==> config.mk <==
export PLATFORM = sky130hd
export DESIGN_NAME = rmp_cfg
export DESIGN_NICKNAME = d
export VERILOG_FILES = /design/src/rtl/rmp_pkg.sv /design/src/rtl/rmp_cfg.sv
export SDC_FILE = /design/constraint.sdc
export NUM_CORES = 1
export LEC_CHECK = 0
export BUFFER_PORTS_ARGS = -buffer_cell sky130_fd_sc_hd__buf_4
export CAP_MARGIN = 20
export CORE_UTILIZATION = 41
export CTS_BUF_LIST = sky130_fd_sc_hd__clkbuf_8
export CTS_CLUSTER_SIZE = 28
export DETAILED_ROUTE_END_ITERATION = 16
export PLACE_DENSITY = 0.64
export SYNTH_ARGS = -nofsm -noshare
export SYNTH_HDL_FRONTEND = slang
export SYNTH_SLANG_ARGS = --single-unit
export TNS_END_PERCENT = 5
==> constraint.sdc <==
create_clock -name clk -period 10.44 [get_ports clk]
set_input_delay 1.566 -clock clk [delete_from_list [all_inputs] [get_ports clk]]
set_output_delay 1.566 -clock clk [all_outputs]
set_load 0.02 [all_outputs]
==> src/rtl/rmp_pkg.sv <==
// Shared types and constants for the RGB mean pooling downscaler.
package rmp_pkg;

    localparam int COL_W       = 10;   // pixel and output column counters
    localparam int ROW_W       = 10;   // pixel row counter
    localparam int WIN_CNT_W   = 4;    // in-window counters
    localparam int WIN_W       = 5;    // win register
    localparam int FRAME_W     = 11;   // frame size registers
    localparam int CHAN_W      = 8;
    localparam int SUM_W       = 16;
    localparam int NUM_CHAN    = 3;
    localparam int MAX_WIN     = 16;
    localparam int HEIGHT_LIMIT = 1024;
    localparam int BLOCK_W     = 9;    // win*win, up to 256
    localparam int RECIP_SHIFT = 24;
    localparam int RECIP_W     = RECIP_SHIFT + 1;
    localparam int CALC_STEPS  = RECIP_W;
    localparam int CALC_CNT_W  = $clog2(CALC_STEPS);
    localparam int QUEUE_DEPTH = 4;
    localparam int QPTR_W      = $clog2(QUEUE_DEPTH);
    localparam int PADDR_W     = 4;
    localparam int PDATA_W     = 32;

    typedef enum logic [1:0] {
        REG_WIN,
        REG_FRAME_WIDTH,
        REG_FRAME_HEIGHT
    } reg_idx_t;

    typedef enum logic [1:0] {
        OP_ACCUM,
        OP_EMIT,
        OP_ERROR
    } op_t;

    typedef enum logic [1:0] {
        CALC_LOAD,
        CALC_RUN,
        CALC_DONE
    } calc_state_t;

    typedef struct packed {
        op_t                op;
        logic               first;
        logic [COL_W-1:0]   col;
        logic [CHAN_W-1:0]  blue;
        logic [CHAN_W-1:0]  green;
        logic [CHAN_W-1:0]  red;
        logic               row_end;
        logic               frame_end;
    } queue_entry_t;

    typedef struct packed {
        logic                 busy;
        logic                 mismatch;
        logic [WIN_CNT_W-1:0] w_m1;
        logic [FRAME_W-1:0]   fw_m1;
        logic [ROW_W-1:0]     fh_m1;
        logic [RECIP_W-1:0]   recip;
    } cfg_t;

endpackage

==> src/rtl/rmp_cfg.sv <==
// Register port plus derived settings: clamps, size check and block reciprocal.
module rmp_cfg #(
    parameter int MAX_WIDTH = 1024
) (
    input  logic                         clk,
    input  logic                         rst_n,
    input  logic                         psel,
    input  logic                         penable,
    input  logic                         pwrite,
    input  logic [rmp_pkg::PADDR_W-1:0]  paddr,
    input  logic [rmp_pkg::PDATA_W-1:0]  pwdata,
    output logic [rmp_pkg::PDATA_W-1:0]  prdata,
    output logic                         pready,
    output rmp_pkg::cfg_t                cfg
);

    localparam logic [rmp_pkg::FRAME_W-1:0] WIDTH_CLIP =
        (MAX_WIDTH > (2 ** rmp_pkg::FRAME_W) - 1) ? {rmp_pkg::FRAME_W{1'b1}}
                                                  : rmp_pkg::FRAME_W'(MAX_WIDTH);

    logic [rmp_pkg::WIN_W-1:0]     win_reg;
    logic [rmp_pkg::FRAME_W-1:0]   fw_reg;
    logic [rmp_pkg::FRAME_W-1:0]   fh_reg;
    rmp_pkg::calc_state_t          state_reg, state_next;
    logic                          wr_hit;
    rmp_pkg::reg_idx_t             ridx;

    logic [rmp_pkg::WIN_W-1:0]     w_eff;
    logic [rmp_pkg::BLOCK_W-1:0]   n_eff;
    logic [rmp_pkg::FRAME_W-1:0]   fw_eff;
    logic [rmp_pkg::FRAME_W-1:0]   fh_eff;

    logic [rmp_pkg::WIN_W-1:0]     w_reg;
    logic [rmp_pkg::BLOCK_W-1:0]   n_reg;
    logic [rmp_pkg::FRAME_W-1:0]   fw_m1_reg;
    logic [rmp_pkg::ROW_W-1:0]     fh_m1_reg;
    logic [rmp_pkg::CALC_CNT_W-1:0] cnt_reg;
    logic [rmp_pkg::RECIP_W-1:0]   div_reg;
    logic [rmp_pkg::BLOCK_W-1:0]   div_rem_reg;
    logic [rmp_pkg::FRAME_W-1:0]   fwd_reg;
    logic [rmp_pkg::FRAME_W-1:0]   fhd_reg;
    logic [rmp_pkg::WIN_CNT_W-1:0] fw_rem_reg;
    logic [rmp_pkg::WIN_CNT_W-1:0] fh_rem_reg;

    logic [rmp_pkg::BLOCK_W:0]     div_sh;
    logic                          div_ge;
    logic [rmp_pkg::WIN_W-1:0]     fw_sh;
    logic [rmp_pkg::WIN_W-1:0]     fh_sh;
    logic                          fw_ge;
    logic                          fh_ge;
    logic                          mod_active;

    assign pready = 1'b1;
    assign wr_hit = psel && penable && pwrite;
    assign ridx   = rmp_pkg::reg_idx_t'(paddr[3:2]);

    always_ff @(posedge clk or negedge rst_n)
    begin
        if (!rst_n)
        begin
            win_reg <= rmp_pkg::WIN_W'(2);
            fw_reg  <= rmp_pkg::FRAME_W'(1024);
            fh_reg  <= rmp_pkg::FRAME_W'(1024);
        end
        else if (wr_hit)
        begin
            case (ridx)
                rmp_pkg::REG_WIN:          win_reg <= pwdata[rmp_pkg::WIN_W-1:0];
                rmp_pkg::REG_FRAME_WIDTH:  fw_reg  <= pwdata[rmp_pkg::FRAME_W-1:0];
                rmp_pkg::REG_FRAME_HEIGHT: fh_reg  <= pwdata[rmp_pkg::FRAME_W-1:0];
                default: ;
            endcase
        end
    end

    always_comb
    begin
        case (ridx)
            rmp_pkg::REG_WIN:          prdata = rmp_pkg::PDATA_W'(win_reg);
            rmp_pkg::REG_FRAME_WIDTH:  prdata = rmp_pkg::PDATA_W'(fw_reg);
            rmp_pkg::REG_FRAME_HEIGHT: prdata = rmp_pkg::PDATA_W'(fh_reg);
            default:                   prdata = '0;
        endcase
    end

    // clamp the raw registers into their legal ranges
    always_comb
    begin
        if (win_reg == '0)
            w_eff = rmp_pkg::WIN_W'(1);
        else if (win_reg > rmp_pkg::WIN_W'(rmp_pkg::MAX_WIN))
            w_eff = rmp_pkg::WIN_W'(rmp_pkg::MAX_WIN);
        else
            w_eff = win_reg;

        n_eff = rmp_pkg::BLOCK_W'(w_eff) * rmp_pkg::BLOCK_W'(w_eff);

        if (fw_reg == '0)
            fw_eff = rmp_pkg::FRAME_W'(1);
        else if (fw_reg > WIDTH_CLIP)
            fw_eff = WIDTH_CLIP;
        else
            fw_eff = fw_reg;

        if (fh_reg == '0)
            fh_eff = rmp_pkg::FRAME_W'(1);
        else if (fh_reg > rmp_pkg::FRAME_W'(rmp_pkg::HEIGHT_LIMIT))
            fh_eff = rmp_pkg::FRAME_W'(rmp_pkg::HEIGHT_LIMIT);
        else
            fh_eff = fh_reg;
    end

    always_ff @(posedge clk or negedge rst_n)
    begin
        if (!rst_n)
            state_reg <= rmp_pkg::CALC_LOAD;
        else
            state_reg <= state_next;
    end

    always_comb
    begin
        state_next = state_reg;
        case (state_reg)
            rmp_pkg::CALC_LOAD: state_next = rmp_pkg::CALC_RUN;
            rmp_pkg::CALC_RUN:
            begin
                if (cnt_reg == rmp_pkg::CALC_CNT_W'(rmp_pkg::CALC_STEPS - 1))
                    state_next = rmp_pkg::CALC_DONE;
            end
            rmp_pkg::CALC_DONE: state_next = rmp_pkg::CALC_DONE;
            default:            state_next = rmp_pkg::CALC_LOAD;
        endcase
        // restart the derivation after any register write
        if (wr_hit)
            state_next = rmp_pkg::CALC_LOAD;
    end

    // one restoring step per cycle: reciprocal ceil(2^24/n), and remainders of
    // width and height by win during the first FRAME_W steps
    assign div_sh     = {div_rem_reg, div_reg[rmp_pkg::RECIP_W-1]};
    assign div_ge     = div_sh >= {1'b0, n_reg};
    assign mod_active = cnt_reg < rmp_pkg::CALC_CNT_W'(rmp_pkg::FRAME_W);
    assign fw_sh      = {fw_rem_reg, fwd_reg[rmp_pkg::FRAME_W-1]};
    assign fh_sh      = {fh_rem_reg, fhd_reg[rmp_pkg::FRAME_W-1]};
    assign fw_ge      = fw_sh >= w_reg;
    assign fh_ge      = fh_sh >= w_reg;

    always_ff @(posedge clk)
    begin
        if (state_reg == rmp_pkg::CALC_LOAD)
        begin
            w_reg       <= w_eff;
            n_reg       <= n_eff;
            fw_m1_reg   <= fw_eff - rmp_pkg::FRAME_W'(1);
            fh_m1_reg   <= rmp_pkg::ROW_W'(fh_eff - rmp_pkg::FRAME_W'(1));
            cnt_reg     <= '0;
            div_reg     <= (rmp_pkg::RECIP_W'(1) << rmp_pkg::RECIP_SHIFT)
                           + rmp_pkg::RECIP_W'(n_eff - rmp_pkg::BLOCK_W'(1));
            div_rem_reg <= '0;
            fwd_reg     <= fw_eff;
            fhd_reg     <= fh_eff;
            fw_rem_reg  <= '0;
            fh_rem_reg  <= '0;
        end
        else if (state_reg == rmp_pkg::CALC_RUN)
        begin
            cnt_reg     <= cnt_reg + rmp_pkg::CALC_CNT_W'(1);
            div_reg     <= {div_reg[rmp_pkg::RECIP_W-2:0], div_ge};
            div_rem_reg <= div_ge ? rmp_pkg::BLOCK_W'(div_sh - {1'b0, n_reg})
                                  : div_sh[rmp_pkg::BLOCK_W-1:0];
            if (mod_active)
            begin
                fwd_reg    <= fwd_reg << 1;
                fhd_reg    <= fhd_reg << 1;
                fw_rem_reg <= fw_ge ? rmp_pkg::WIN_CNT_W'(fw_sh - w_reg)
                                    : fw_sh[rmp_pkg::WIN_CNT_W-1:0];
                fh_rem_reg <= fh_ge ? rmp_pkg::WIN_CNT_W'(fh_sh - w_reg)
                                    : fh_sh[rmp_pkg::WIN_CNT_W-1:0];
            end
        end
    end

    always_comb
    begin
        cfg.busy     = state_reg != rmp_pkg::CALC_DONE;
        cfg.mismatch = (fw_rem_reg != '0) || (fh_rem_reg != '0);
        cfg.w_m1     = rmp_pkg::WIN_CNT_W'(w_reg - rmp_pkg::WIN_W'(1));
        cfg.fw_m1    = fw_m1_reg;
        cfg.fh_m1    = fh_m1_reg;
        cfg.recip    = div_reg;
    end

endmodule

* Word level (Yosys, flattened, before mapping)
Cells that the tools add are included.
** Storage, ports and cells
- Memories kept :: 0
- Bits in latches :: 0
- Memory bits (read-only) :: 0
- Output and inout bits :: 85
- Flip-flop bits (word level) :: 133
- Bits in writable memories :: 0
- Input bits :: 41
- Logic and storage cells :: 77
** Cells by class
- Bitwise gates (word level) :: 0
- Div/mod/pow operators :: 0
- Shift operators :: 0
- $add $sub $neg :: 9
- Multipliers :: 1
- Multiplexer cells :: 21
- Equal/unequal tests :: 7
- Reduce and logical (&&, ||, !) cells :: 17
- $lt $le $gt $ge :: 7
** Operator list (count)
- $mux 11 :: 10
- $mux 25 :: 2
- $pmux 11 s3 :: 1
- $add 25x25->25 const A :: 1
- $gt 11x11->1 const B :: 2
- $logic_not 11->1 :: 2
- $sub 11x1->11 const B :: 1
- $ge 10x9->1 :: 1
- $ge 5x5->1 :: 2
- $mux 5 :: 2
- $reduce_and 2->1 :: 5
- $sub 10x1->10 const B :: 1
- $sub 9x1->10 const B :: 1
- $mul 5x5->9 :: 1
- $mux 9 :: 1
- $sub 9x9->9 :: 1
- $mux 4 :: 2
- $reduce_bool 4->1 :: 2
- $sub 4x4->4 :: 2
- $pmux 2 s3 :: 1
- $add 5x1->5 const B :: 1
- $eq 5x5->1 const B :: 1
- $gt 5x5->1 const B :: 1
- $logic_not 5->1 :: 1
- 11 further kinds :: 17

* Logic depth before layout (Yosys ltp)
Gate-level depths: netlist of run 1.
- Depth in word-level cells :: 7
- Gate-level depth with buffers :: 18
- Gate-level depth less buffers :: 15

* Least setup slack after synthesis of run 1
OpenSTA, ideal clock, no wires.
- Path kind :: input -> output
- Start :: in paddr[2] (netlist name)
- End :: out prdata[0] (netlist name)
- Path buffers :: 2
- Cell stages on the path :: 5
- Arrival :: 2.540 ns
- Setup slack :: 6.334 ns
- Required time :: 8.874 ns
- Path through :: clkbuf_1 > nor2b_1 > clkbuf_1 > nand2_1 > o21ai_0
** On the way
- Word-level cells in the longest chain between the ends :: 2
- Elaborated cells between the ends (all ways) :: 4
** Ends and longest elaborated chain
- start: declaration :: line rmp_cfg.sv:10 : input logic [rmp_pkg::PADDR_W-1:0] paddr,
- $eq 2x2->1 (tied with other cells) :: line rmp_cfg.sv:78 : case (ridx)
- $pmux 11 s3 (*) :: line rmp_cfg.sv:78
- end: declaration :: line rmp_cfg.sv:12 : output logic [rmp_pkg::PDATA_W-1:0] prdata,
Every way passes the cells marked *; elsewhere a longest branch is shown, timed or not.

* Worst setup path in the final report of run 1
- Start :: reg win_reg[4] (netlist name)
- End :: reg div_reg[24] (netlist name) (data pin)
** On the way
- Word-level cells in the longest chain between the ends :: 7
- Elaborated cells between the ends (all ways) :: 8
** Ends and longest elaborated chain
- start: declaration :: line rmp_cfg.sv:21 : logic [rmp_pkg::WIN_W-1:0] win_reg;
- start signal: assignment :: line rmp_cfg.sv:61 : win_reg <= rmp_pkg::WIN_W'(2);
- start signal: assignment :: line rmp_cfg.sv:68 : rmp_pkg::REG_WIN: win_reg <= pwdata[rmp_pkg::WIN_W-1:0];
- $gt 5x5->1 :: line rmp_cfg.sv:91 : else if (win_reg > rmp_pkg::WIN_W'(rmp_pkg::MAX_WIN))
- $mux 5 :: line rmp_cfg.sv:91
- $mux 5 (*) :: line rmp_cfg.sv:89 : if (win_reg == '0)
- via w_eff, one bit :: line rmp_cfg.sv:28 : logic [rmp_pkg::WIN_W-1:0] w_eff;
- $mul 5x5->9 (*) :: line rmp_cfg.sv:96 : n_eff = rmp_pkg::BLOCK_W'(w_eff) * rmp_pkg::BLOCK_W'(w_eff);
- $sub 9x1->10 (*) :: line rmp_cfg.sv:159 : + rmp_pkg::RECIP_W'(n_eff - rmp_pkg::BLOCK_W'(1));
- $add 25x25->25 (*) :: line rmp_cfg.sv:159
- $mux 25 (*) :: line rmp_cfg.sv:151 : if (state_reg == rmp_pkg::CALC_LOAD)
- end signal: assignment :: line rmp_cfg.sv:158 : div_reg <= (rmp_pkg::RECIP_W'(1) << rmp_pkg::RECIP_SHIFT)
- end signal: assignment :: line rmp_cfg.sv:169 : div_reg <= {div_reg[rmp_pkg::RECIP_W-2:0], div_ge};
- end: declaration :: line rmp_cfg.sv:38 : logic [rmp_pkg::RECIP_W-1:0] div_reg;
Mark *: on every way through the listed nets, which the timed path passes. The rest lies on a longest branch.
A chain may end at the register's enable or synchronous reset.

==> results.json, run 1 <==
{
  "outcome": "complete, no violations",
  "startpoint_type_of_the_worst_setup_path": "register",
  "synth-compound-area-share_pct": 12.9,
  "synth-simple-area-share_pct": 13.7,
  "die_span_in_x_microns": 136,
  "worst_slew_margin_rel_pct": 31.4,
  "pre_cts_slack_ns": 6.00,
  "drt-wirelength-per-cell_microns": 15.7,
  "top_cell_type_s_share_of_synthesized_area_pct": 32.6,
  "worst-r2r-cell-count": 15,
  "syn_avg_cell_area_sq_um": 10.4,
  "hold_end": "div_rem_reg[8]$_SDFFE_PP0P_",
  "synth_top_flop_cell": "sky130_fd_sc_hd__edfxtp_1",
  "ctsRootBufferMaster": "sky130_fd_sc_hd__clkbuf_8",
  "holdBufCountCts": 0,
  "setup.reg_to_reg.worst_slack_ns": 5.96,
  "drt_first_iter_violations": 295,
  "layout-drive-gt1-share_pct": 20.9,
  "rr_endpoint": "div_reg[24]$_DFFE_PP_",
  "grt-ovfl-total": 0,
  "r2r_start": "win_reg[4]$_DFFE_PN0P_",
  "power.density_mw_per_mm2": 324,
  "detailedPlacementHpwl_mm": 11.5,
  "clk-insertion-delay-late_ns": 0.45,
  "postCtsResizedCells": 0,
  "crit_top_cell": "sky130_fd_sc_hd__inv_1",
  "dpl.cell_count": 986,
  "worstPathCellList": "nor2b_1, nand2_1, inv_1, fa_1, inv_1, fa_1, inv_1, ha_1, ha_1, o21a_1, o31a_1, or4_1, nand3_1, nand3_2, o21a_1",
  "clock_tree.buffer_depth": 2,
  "initial_utilization_pct": 42.4,
  "critPathRequiredTime_ns": 10.64,
  "routed_wl_mm": 15.9,
  "commonest_cells_after_routing_fill_and_taps_aside": "sky130_fd_sc_hd__buf_4, sky130_fd_sc_hd__edfxtp_1, sky130_fd_sc_hd__inv_1",
  "finish.net_count": 864,
  "fp.dieArea_sq_mm": 0.0185,
  "cts.reportedPaths.clkPinSlew_ns": 0.08,
  "largest_family_of_logic_cells_by_synthesized_area": "simple AND/OR/NAND/NOR gates",
  "timing.final.max_slew_violations": 0,
  "largest_reg_flops": 25,
  "finalCoreUtilization_pct": 48.7,
  "max_freq_ghz": 0.223,
  "detailroute.via_count": 5383,
  "drt_pre_antenna_iters": 4,
  "flow.area_growth_from_synthesis_pct": 15.0,
  "final-instance-count-excl-fill": 1018,
  "timing.final.hold_violations": 0,
  "maxCapViolCount": 0,
  "synth_sequential_area_ratio_pct": 48.4,
  "fp.coreArea_sq_mm": 0.0174,
  "p_leak_nw": 3.57,
  "hp-start": "div_rem_reg[8]$_SDFFE_PP0P_",
  "hold_path.class": "reg -> reg",
  "antenna_cells_inserted": 0,
  "top_level_pins": 126,
  "grt_first_pass_wirelength_mm": 26.3,
  "drcViolationCount": 0,
  "tns_ns": 0,
  "synth_edf_count": 80,
  "critPathKind": "reg -> reg",
  "clock_sinks": 131,
  "worstHoldPathCells": 2,
  "worst_setup_path_end_kind": "register",
  "die_y_microns": 136,
  "path_max_fanout": 17,
  "post_cts.repair.setup_buffers": 0,
  "initial_antenna_violation_count": 0,
  "timing.final.ws_setup_ns": 5.96,
  "ys_ff_latch": 131,
  "port_buffers": 80,
  "avgViaCountPerCell": 5.29,
  "tritoncts": "built",
  "critical_path.top_delay_family": "adder cells",
  "cpPeakStageDelay_ns": 0.64,
  "finalClockSkew_ns": 0.0141,
  "totalPowerFinal_mw": 2.75,
  "yosysWarningCount": 0,
  "cts_max_level": 4,
  "muxShareOfSynthArea_pct": 6.22,
  "most_frequent_standard_cell_in_the_layout_excluding_fill_and_tap_cells": "sky130_fd_sc_hd__buf_4",
  "min_period_over_period_pct": 42.9,
  "synth_xor_xnor_area_share_pct": 3.09,
  "syn-instance-count": 710,
  "drtAntennaViolNets": 0,
  "netlist.top_cell.by_area": "sky130_fd_sc_hd__edfxtp_1",
  "period_needed_ns": 4.48,
  "max-vdd-ir-drop_mv": 0.144,
  "synthDistinctLibCells": 65,
  "tightestPinTransition_ns": 1.00,
  "asyncSetResetFlopFracSynth_pct": 22.1,
  "synth_top_cells_by_area": "sky130_fd_sc_hd__edfxtp_1, sky130_fd_sc_hd__dfrtp_1, sky130_fd_sc_hd__ha_1, sky130_fd_sc_hd__dfxtp_1, sky130_fd_sc_hd__mux2_2",
  "grt_use_total_pct": 18.3,
  "placementRows": 48,
  "grt_max_degree": 56,
  "synthAdderAreaFrac_pct": 7.80,
  "critical_path_buf_inv_count": 3,
  "synth.cell_area_sq_mm": 0.00738,
  "cts_inserted_buffers": 17,
  "worst_path_max_delay_cell": "sky130_fd_sc_hd__dfrtp_1",
  "setup-violations-final": 0,
  "first_global_vias": 5176,
  "rsz_0062_raised_after_global_routing": "no",
  "worst_ep_arrival_time_ns": 4.68,
  "gp_congestion": 0.838
}
## power by group
group          total [mW]  switching (mW)  leakage (nW)  internal [mW]
clock network       0.429           0.205         0.209          0.224
logic                1.31           0.785          2.03          0.526
registers            1.01           0.149          1.33          0.864
total                2.75            1.14          3.57           1.61
## cell usage after synthesis (all sizes together) (3+ instances only)
cell type and number:
a21o 6, a21oi 28, a22o 6, a311oi 8, a31o 6, and2 4
and3 3, buf 31, clkbuf 26, dfrtp 26, dfstp 3, dfxtp 22
edfxtp 80, fa 5, ha 38, inv 70, mux2 31, mux2i 11
nand2 48, nand2b 13, nand3 6, nand3b 8, nand4 5, nor2 32
nor2b 18, nor3 17, nor3b 4, nor4 9, nor4b 6, o21a 5
o21ai 68, o22ai 3, o311ai 3, o31ai 4, or3 7, or4 3
xnor2 14, xor2 12
## per-layer routing
layer  track usage (%)  wire length (microns)  vias up
met3              3.50                    636       15
met5                 0                      0        -
met1              24.9                   7800     2602
met4              6.67                    217        0
met2              28.9                   7280      158
li1                  -                      -     2608
## layout make-up
class / instances / area, sq um
clock inverter: 13 / 134
timing repair buffer: 85 / 638
clock buffer: 19 / 262
multi-input combinational: 474 / 3330
fill: 1626 / 8930
sequential: 131 / 3570
tap: 225 / 282
inverter: 71 / 267
## logic make-up after synthesis
kind of cell | count (synthesis)
AO/OA/AOI/OAI | 151
XOR/XNOR | 26
adder cells (fa/ha/maj) | 43
buffers and inverters | 128
flip-flops | 131
multiplexers | 42
other | 2
AND/OR/NAND/NOR | 187
## stage by stage
stage | cell area, sq um | hold slack [ns]
2_1_floorplan | 7460 | 0.446
3_3_place_gp | 8090 | 0.457
3_5_place_dp | 8090 | 0.475
4_1_cts | 8480 | 0.484
5_1_grt | 8480 | 0.508
6_report | 8480 | 0.483
## worst reg2reg max path, cell delays in order (launching register included)
cell                      delay, ns
sky130_fd_sc_hd__dfrtp_1       0.64
sky130_fd_sc_hd__nor2b_1       0.20
sky130_fd_sc_hd__nand2_1       0.17
sky130_fd_sc_hd__inv_1         0.08
sky130_fd_sc_hd__fa_1          0.48
sky130_fd_sc_hd__inv_1         0.06
sky130_fd_sc_hd__fa_1          0.49
sky130_fd_sc_hd__inv_1         0.04
sky130_fd_sc_hd__ha_1          0.18
sky130_fd_sc_hd__ha_1          0.34
sky130_fd_sc_hd__o21a_1        0.21
sky130_fd_sc_hd__o31a_1        0.12
sky130_fd_sc_hd__or4_1         0.51
sky130_fd_sc_hd__nand3_1       0.19
sky130_fd_sc_hd__nand3_2       0.30
sky130_fd_sc_hd__o21a_1        0.23
## worst max path at each step
stage	startpoint	to	slack [ns]	depth (start not counted)
after floorplan	paddr[2]	prdata[0]	6.33	5
after global placement	win_reg[4]$_DFFE_PN0P_	div_reg[24]$_DFFE_PP_	6.04	15
after detailed placement	win_reg[4]$_DFFE_PN0P_	div_reg[24]$_DFFE_PP_	6.00	15
after CTS	win_reg[4]$_DFFE_PN0P_	div_reg[24]$_DFFE_PP_	5.97	15
after global routing	win_reg[4]$_DFFE_PN0P_	div_reg[24]$_DFFE_PP_	5.70	15
final	win_reg[4]$_DFFE_PN0P_	div_reg[24]$_DFFE_PP_	5.96	15
Note: power is estimated with default switching activity, not from simulation.
==> inputs of run 2 (changes only) <==
- PLACE_DENSITY: 0.64 -> 0.67
- clock period: 10.44 -> 3.8 ns (I/O delays scaled with it)
==> results.json, run 2 (same netlist as run 1, synthesis figures left out) <==
{
  "max-vdd-ir-drop_mv": 0.515,
  "outcome": "complete, no violations",
  "rsz_0062_raised_after_global_routing": "yes",
  "initial_antenna_violation_count": 0,
  "drt-wirelength-per-cell_microns": 15.2,
  "worst_slew_margin_rel_pct": 34.4,
  "dpl.cell_count": 1000,
  "largest_reg_flops": 25,
  "critPathRequiredTime_ns": 4.09,
  "drcViolationCount": 0,
  "cts_inserted_buffers": 17,
  "most_frequent_standard_cell_in_the_layout_excluding_fill_and_tap_cells": "sky130_fd_sc_hd__buf_4",
  "ctsRootBufferMaster": "sky130_fd_sc_hd__clkbuf_8",
  "maxCapViolCount": 0,
  "path_max_fanout": 6,
  "timing.final.ws_setup_ns": 0.108,
  "finalInstanceArea_sq_mm": 0.00869,
  "finish.net_count": 882,
  "die_span_in_x_microns": 136,
  "hold_path.class": "in -> async",
  "layout-drive-gt1-share_pct": 24.4,
  "finalClockSkew_ns": 0.0144,
  "tritoncts": "built",
  "area_used_by_multi_input_combinational_logic_sq_mm": 0.00341,
  "clk-insertion-delay-late_ns": 0.45,
  "antenna_cells_inserted": 0,
  "grt_first_pass_wirelength_mm": 24.8,
  "critPathKind": "reg -> reg",
  "first_global_vias": 4922,
  "initial_utilization_pct": 42.4,
  "grt_use_total_pct": 17.5,
  "rr_endpoint": "div_reg[18]$_DFFE_PP_",
  "worst-r2r-cell-count": 16,
  "worst_setup_path_end_kind": "register",
  "area_after_detailed_placement_sq_mm": 0.00822,
  "flow.area_growth_from_synthesis_pct": 17.9,
  "pre_cts_slack_ns": 0.0263,
  "grt-ovfl-total": 0,
  "detailroute.via_count": 5452,
  "totalPowerFinal_mw": 7.66,
  "period_needed_ns": 3.69,
  "drtAntennaViolNets": 0,
  "cts.reportedPaths.clkPinSlew_ns": 0.08,
  "detailedPlacementHpwl_mm": 11.1,
  "timing.final.max_slew_violations": 0,
  "clock_sinks": 131,
  "setup-violations-final": 0,
  "commonest_cells_after_routing_fill_and_taps_aside": "sky130_fd_sc_hd__buf_4, sky130_fd_sc_hd__edfxtp_1, sky130_fd_sc_hd__inv_1",
  "top_level_pins": 126,
  "placementRows": 48,
  "avgViaCountPerCell": 5.26,
  "final-instance-count-excl-fill": 1036,
  "clock_tree.buffer_depth": 2,
  "power.density_mw_per_mm2": 881,
  "layout.area.seq_sq_mm": 0.00357,
  "finalCoreUtilization_pct": 49.9,
  "r2r_start": "win_reg[1]$_DFFE_PN1P_",
  "startpoint_type_of_the_worst_setup_path": "register",
  "drt_pre_antenna_iters": 5,
  "gp_congestion": 0.839,
  "min_period_over_period_pct": 97.2,
  "grt_max_degree": 52,
  "drt_first_iter_violations": 260,
  "max_freq_ghz": 0.271,
  "fp.dieArea_sq_mm": 0.0185,
  "tightestPinTransition_ns": 0.983,
  "timing.final.hold_violations": 0,
  "routed_wl_mm": 15.7,
  "setup.reg_to_reg.worst_slack_ns": 0.11,
  "final.fill_count": 1600,
  "p_leak_nw": 3.66,
  "cts_max_level": 4,
  "fp.coreArea_sq_mm": 0.0174,
  "worst_ep_arrival_time_ns": 3.99,
  "port_buffers": 80,
  "die_y_microns": 136
}
## run 2: routing by layer
layer  track usage, %  part of all wire (%)  up-vias  wire length [microns]
met4             6.54                   1.6        0                    257
met5                0                     0        -                      0
met2             25.5                    45      171                   7040
met1             25.4                    49     2600                   7690
li1                 -                     -     2659                      -
met3             3.80                   4.7       22                    745
## run 2: area by class of cell
type / count / share of cell area, %
tap: 225 / 3.24
inverter: 71 / 3.07
sequential: 131 / 41.1
timing repair buffer: 102 / 8.89
clock inverter: 11 / 1.15
clock buffer: 21 / 3.32
multi-input combinational: 475 / 39.2
## run 2: how the worst max path moves through the flow
stage,cells after the start,end,start,slack (ns)
finish,16,div_reg[18]$_DFFE_PP_,win_reg[1]$_DFFE_PN1P_,0.11
global route,15,div_reg[24]$_DFFE_PP_,win_reg[1]$_DFFE_PN1P_,-0.03
CTS,16,div_reg[16]$_DFFE_PP_,win_reg[1]$_DFFE_PN1P_,0.001
detailed placement,16,div_reg[16]$_DFFE_PP_,win_reg[1]$_DFFE_PN1P_,0.03
global placement,16,div_reg[14]$_DFFE_PP_,win_reg[1]$_DFFE_PN1P_,0.09
floorplan,17,div_reg[24]$_DFFE_PP_,win_reg[1]$_DFFE_PN1P_,0.007
## run 2: power by group
part | total (mW) | switching [mW] | internal, mW
logic | 3.75 | 2.21 | 1.54
clock network | 1.16 | 0.570 | 0.589
registers | 2.75 | 0.382 | 2.37
## run 2: repair_timing
| item | CTS | global route |
|---|---|---|
| setup endpoints to repair | 0 | 18 |
| resized for setup | 0 | 18 |
| setup buffers | 0 | 3 |
| hold buffers | 0 | 0 |
## run 2: critical path, stage by stage, from the launching register on
cell and delay (ns):
sky130_fd_sc_hd__dfstp_2 0.37, sky130_fd_sc_hd__nor2b_4 0.12, sky130_fd_sc_hd__nand2_2 0.07, sky130_fd_sc_hd__inv_2 0.04
sky130_fd_sc_hd__fa_1 0.51, sky130_fd_sc_hd__inv_2 0.04, sky130_fd_sc_hd__fa_1 0.52, sky130_fd_sc_hd__inv_1 0.04
sky130_fd_sc_hd__ha_2 0.19, sky130_fd_sc_hd__ha_4 0.25, sky130_fd_sc_hd__o21a_1 0.16, sky130_fd_sc_hd__o31a_1 0.13
sky130_fd_sc_hd__or4_4 0.55, sky130_fd_sc_hd__nand3_4 0.13, sky130_fd_sc_hd__nand3_4 0.14, sky130_fd_sc_hd__buf_6 0.20
sky130_fd_sc_hd__o21ai_0 0.06
## run 2: per-stage QoR
stage	hold slack (ns)	setup TNS, ns
6_report	0.0151	0
5_1_grt	0.0240	-0.155
4_1_cts	0.0121	0
3_5_place_dp	0.469	0
3_3_place_gp	0.461	0
2_1_floorplan	0.274	0
